`config.mk`:
```
export PLATFORM = sky130hd
export DESIGN_NAME = fwrrm_ctrl
export DESIGN_NICKNAME = d
export VERILOG_FILES = /design/src/hw/rtl/fwrrm_pkg.sv /design/src/hw/rtl/fwrrm_ctrl.sv
export SDC_FILE = /design/constraint.sdc
export NUM_CORES = 1
export LEC_CHECK = 0
export CORE_AREA = 2 2 39 41
export DETAILED_ROUTE_END_ITERATION = 8
export DIE_AREA = 0 0 41 43
export DONT_BUFFER_PORTS = 1
export HOLD_SLACK_MARGIN = 0.03
export SETUP_SLACK_MARGIN = 0.15
export SLEW_MARGIN = 5
export SYNTH_ARGS = -nofsm -noshare
export SYNTH_HDL_FRONTEND = slang
export SYNTH_SLANG_ARGS = --single-unit
```
`constraint.sdc`:
```
create_clock -name clk -period 3.1 [get_ports clk]
set_input_delay 0.31 -clock clk [delete_from_list [all_inputs] [get_ports clk]]
set_output_delay 0.31 -clock clk [all_outputs]
set_load 0.03 [all_outputs]
```
`src/hw/rtl/fwrrm_pkg.sv`:
```
// ----------------------------------------------------------------------------
// fwrrm_pkg
// Shared types and constants for the firewall range rule table.
// ----------------------------------------------------------------------------
package fwrrm_pkg;

  localparam int MAX_RULES_DEF = 64;

  localparam logic CMD_ADD   = 1'b0;
  localparam logic CMD_CHECK = 1'b1;

  localparam logic [1:0] DIR_IN    = 2'd0;
  localparam logic [1:0] DIR_OUT   = 2'd1;
  localparam logic [1:0] PROTO_TCP = 2'd0;
  localparam logic [1:0] PROTO_UDP = 2'd1;

  // cls: bit 0 outbound, bit 1 udp
  typedef struct packed {
    logic [1:0]  cls;
    logic [15:0] port_hi;
    logic [15:0] port_lo;
    logic [31:0] addr_hi;
    logic [31:0] addr_lo;
  } rule_t;

  typedef struct packed {
    logic add;
    logic reject;
    logic scan_start;
    logic scan_step;
    logic scan_end;
  } dp_cmd_t;

  typedef struct packed {
    logic is_add;
    logic class_ok;
    logic empty;
    logic issue;
    logic hit;
  } dp_status_t;

endpackage

```
`src/hw/rtl/fwrrm_ctrl.sv`:
```
// ----------------------------------------------------------------------------
// fwrrm_ctrl
// Controller: accepts a beat, sequences the table scan for checks.
// ----------------------------------------------------------------------------
module fwrrm_ctrl (
  input  logic                   clk,
  input  logic                   rst,
  input  logic                   start,
  output logic                   busy,
  input  fwrrm_pkg::dp_status_t  st,
  output fwrrm_pkg::dp_cmd_t     cmd_out
);

  typedef enum logic {
    S_IDLE,
    S_SCAN
  } state_t;

  state_t state;
  state_t state_next;

  always_comb begin
    state_next = state;
    cmd_out    = '0;
    unique case (state)
      S_IDLE: begin
        if (start) begin
          if (st.is_add) begin
            cmd_out.add = 1'b1;
          end else if (!st.class_ok || st.empty) begin
            cmd_out.reject = 1'b1;
          end else begin
            cmd_out.scan_start = 1'b1;
            state_next         = S_SCAN;
          end
        end
      end
      S_SCAN: begin
        cmd_out.scan_step = 1'b1;
        if (st.hit || !st.issue) begin
          cmd_out.scan_end = 1'b1;
          state_next       = S_IDLE;
        end
      end
      default: state_next = S_IDLE;
    endcase
  end

  always_ff @(posedge clk) begin
    if (rst) begin
      state <= S_IDLE;
      busy  <= 1'b0;
    end else begin
      state <= state_next;
      busy  <= (state_next == S_SCAN);
    end
  end

`ifndef SYNTHESIS
  a_busy_state: assert property (@(posedge clk) disable iff (rst)
    busy == (state == S_SCAN))
    else $error("busy out of step with scan");

  a_scan_entry: assert property (@(posedge clk) disable iff (rst)
    $rose(busy) |-> $past(start))
    else $error("scan began without a beat");

  a_scan_exit: assert property (@(posedge clk) disable iff (rst)
    cmd_out.scan_end |=> !busy)
    else $error("still busy after scan end");
`endif

endmodule

```
Yosys cells after proc, flatten, opt, wreduce, memory -nomap -nowiden
Cells that the tools add are included.

Bitwise gates (word level): 1. Muxes and demuxes: 12. Reduce and logical (&&, ||, !) cells: 4.

Operators with widths (number): 2-to-1 mux 1 bit (7); 2-to-1 mux 3 bit (2); 2-to-1 mux 2 bit (2); logical NOT 1 bit (2); logical OR 1 bit (2); case mux 1 bit (2 select lines) (1); inverter 1 bit (1).

Output and inout bits: 6. Bits of input ports: 8. Logic and storage cells: 18. Bits in registers: 1.

Longest topological paths before layout
Depth after elaboration: 6. Depth in mapped cells: 2. Gate-level depth less buffers: 2.

Least setup slack after synthesis
OpenSTA, ideal clock, no wires.

Kind: flip-flop to output port. Start point: reg state. End point: out cmd_out[3] (netlist name). Buffers on the path: 0. Arrival time: 1315 ps. Stages on the path, launching flop included: 3. Path slack: 1475 ps. Required time: 2790 ps. Cells stage by stage: dfxtp_1 or3b_4 nor2b_1.

RTL lines: start: declaration (RTL line fwrrm_ctrl.sv:19) `state_t state;`; start signal: assignment (RTL line fwrrm_ctrl.sv:54) `state <= state_next;`; end: declaration (RTL line fwrrm_ctrl.sv:11) `output fwrrm_pkg::dp_cmd_t cmd_out`.

==> run metrics <==
fill count=153; hold wc startpoint=rst; Worst Max-Slew Pin Slew=683 ps; vias in the first global route=72; Lkg Pwr=0.0326 nW; asr flop ratio synth=0%; grt ovf=0; Post-Route WL=216 microns; worst r2r src=state$_SDFF_PP0_; final period utilization=58.5%; ys flop type=dfxtp_1; worst vdd ir=22.2 uV; Max Cap Viol=0; unrepaired setup endpoints after global routing=false; Area Growth Syn to Fin=12.2%; Initial Utilization=7.41%; Floorplan Core Area=1380 sq um; Final Critical Period=1810 ps; count leader, synth=nand2b_1; Layout Utilization=8.32%; R2R setup slack=1790 ps; leading area contributor after synthesis=dfxtp_1; Crit Path Category=reg -> out; syn_nets=19; routed len/inst=8.31 microns; CP max FO=6; worst hold path depth=1; endpoints failing hold=0; type of origin of the critical path=flop; 1st-iter DRT viols=1; Placed Cells=26; Sw Ratio=32.1%; post-synthesis register bit count=1; antenna diode count=0; largest net degree at the start of global routing=7; share of cells above drive strength 1=40.0%; Reg with most FFs=state; number of synthesized flops with an enable pin=0; clock skew=0 ps; Max Slew Vio Count=0; net load switching power=0.00000800 W; Fmax achieved=0.552 GHz; Rel. slew slack=54.4%; post-synth cell types=10; nets=20; CP Capture Type=output pin; port bufs=0; num rows=14; Seq/Total Area, Yosys=19.5%; total negative slack=0 ps; Min-Delay Endpoint=state$_SDFF_PP0_; Synth area leaders=dfxtp_1 (20%), o32ai_2 (16%), nand2b_1 (12%), or3b_4 (11%), and3b_2 (9.8%); Die Wd=41 microns; Synth Cell Area=103 sq um; final setup fails=0; via count=75; GRT Total Usage=2.20%; top cell type's share of synthesized area=19.5%; total power=0.0000249 W; R2R depth=2; FF-to-FF End=state$_SDFF_PP0_; Skew-Pair Late Insertion Delay=0 ps; detailed-router iteration count before antenna repair=3; setup bufs post-CTS=0; CP Data Required Time=2790 ps; initial antenna violation count=0; first-pass GRT wire length=276 microns; CTS hold repair buffers=0; Mapped Cells=11; Die Ht=43 microns; gpl congestion=0.468; cell area power density=216 nW/um^2; DIE AREA=1760 sq um; register share of total power=59.7%; largest registers=state (1); Avg Cell Area, Syn=9.33 sq um; HP Class=in -> reg; Worst EP arrival=1500 ps; Resized cells post-CTS=0; clock network power share=0%; drt via density=2.88; internal power=0.0000169 W; clock slew seen by the registers of the worst setup and hold paths=0 ps; synth warn=0; max reg flops=1; DRC=0; I/O pin count=14; fin cells=26; status=completed; Logic pwr share=40.3%; ANT nets after route=0
==> worst max-delay path, stage by stage, from the launching register on <==
cell and delay, ps:
dfxtp_1 520, or3b_4 510, nor2b_1 470
==> worst max path at each step <==
stage,from,to,cells past startpoint
after CTS,state$_SDFF_PP0_,cmd_out[3],2
after global placement,state$_SDFF_PP0_,cmd_out[3],2
after floorplan,state$_SDFF_PP0_,cmd_out[3],2
after detailed placement,state$_SDFF_PP0_,cmd_out[3],2
final,state$_SDFF_PP0_,cmd_out[3],2
after global routing,state$_SDFF_PP0_,cmd_out[3],2
==> per-layer routing <==
layer / GRT usage [%] / vias up / share of wire (%) / routed length (microns)
met5: 0 / - / 0 / 0
met2: 3.44 / 10 / 33 / 72
met3: 0 / 0 / 21 / 46
li1: - / 36 / - / -
met4: 0 / 0 / 0 / 0
met1: 3.49 / 29 / 45 / 98
==> cell type report <==
class / instances / area (sq um) / area share, %
well taps: 16 / 20.0 / 17.4
multi-input cells: 9 / 75.1 / 65.2
flip-flops and latches: 1 / 20.0 / 17.4
==> placed cells by master, fill, tap and decap left out <==
master	synthesis	layout
nand2b_1	2	2
or3b_4	1	1
nor2b_1	1	1
nor2_1	1	1
and3b_2	1	1
and2_2	1	1
or2b_1	1	1
o32ai_2	1	1
dfxtp_1	1	1
==> logic make-up after synthesis <==
group | Yosys count | share of synthesized area, %
flip-flops | 1 | 19.5
AO/OA/AOI/OAI | 1 | 15.9
buffers and inverters | 1 | 7.32
AND/OR/NAND/NOR | 8 | 57.3
==> stage by stage <==
step | cell area (sq um) | hold slack, ps | worst slack, ps
final | 115 | 430 | 1290
after detailed placement | 115 | 433 | 1280
after floorplan | 103 | 427 | 1480
after CTS | 115 | 433 | 1280
after global routing | 115 | 438 | 1220
after global placement | 115 | 431 | 1300
==> power groups by stage <==
stage	Combinational, W	Clock (W)	Sequential (W)
floorplan	0.0000104	0	0.0000142
global placement	0.0000102	0	0.0000148
detailed placement	0.0000103	0	0.0000149
CTS	0.0000103	0	0.0000149
global route	0.0000109	0	0.0000150
finish	0.0000100	0	0.0000149
(Power assumes the default switching activity.)
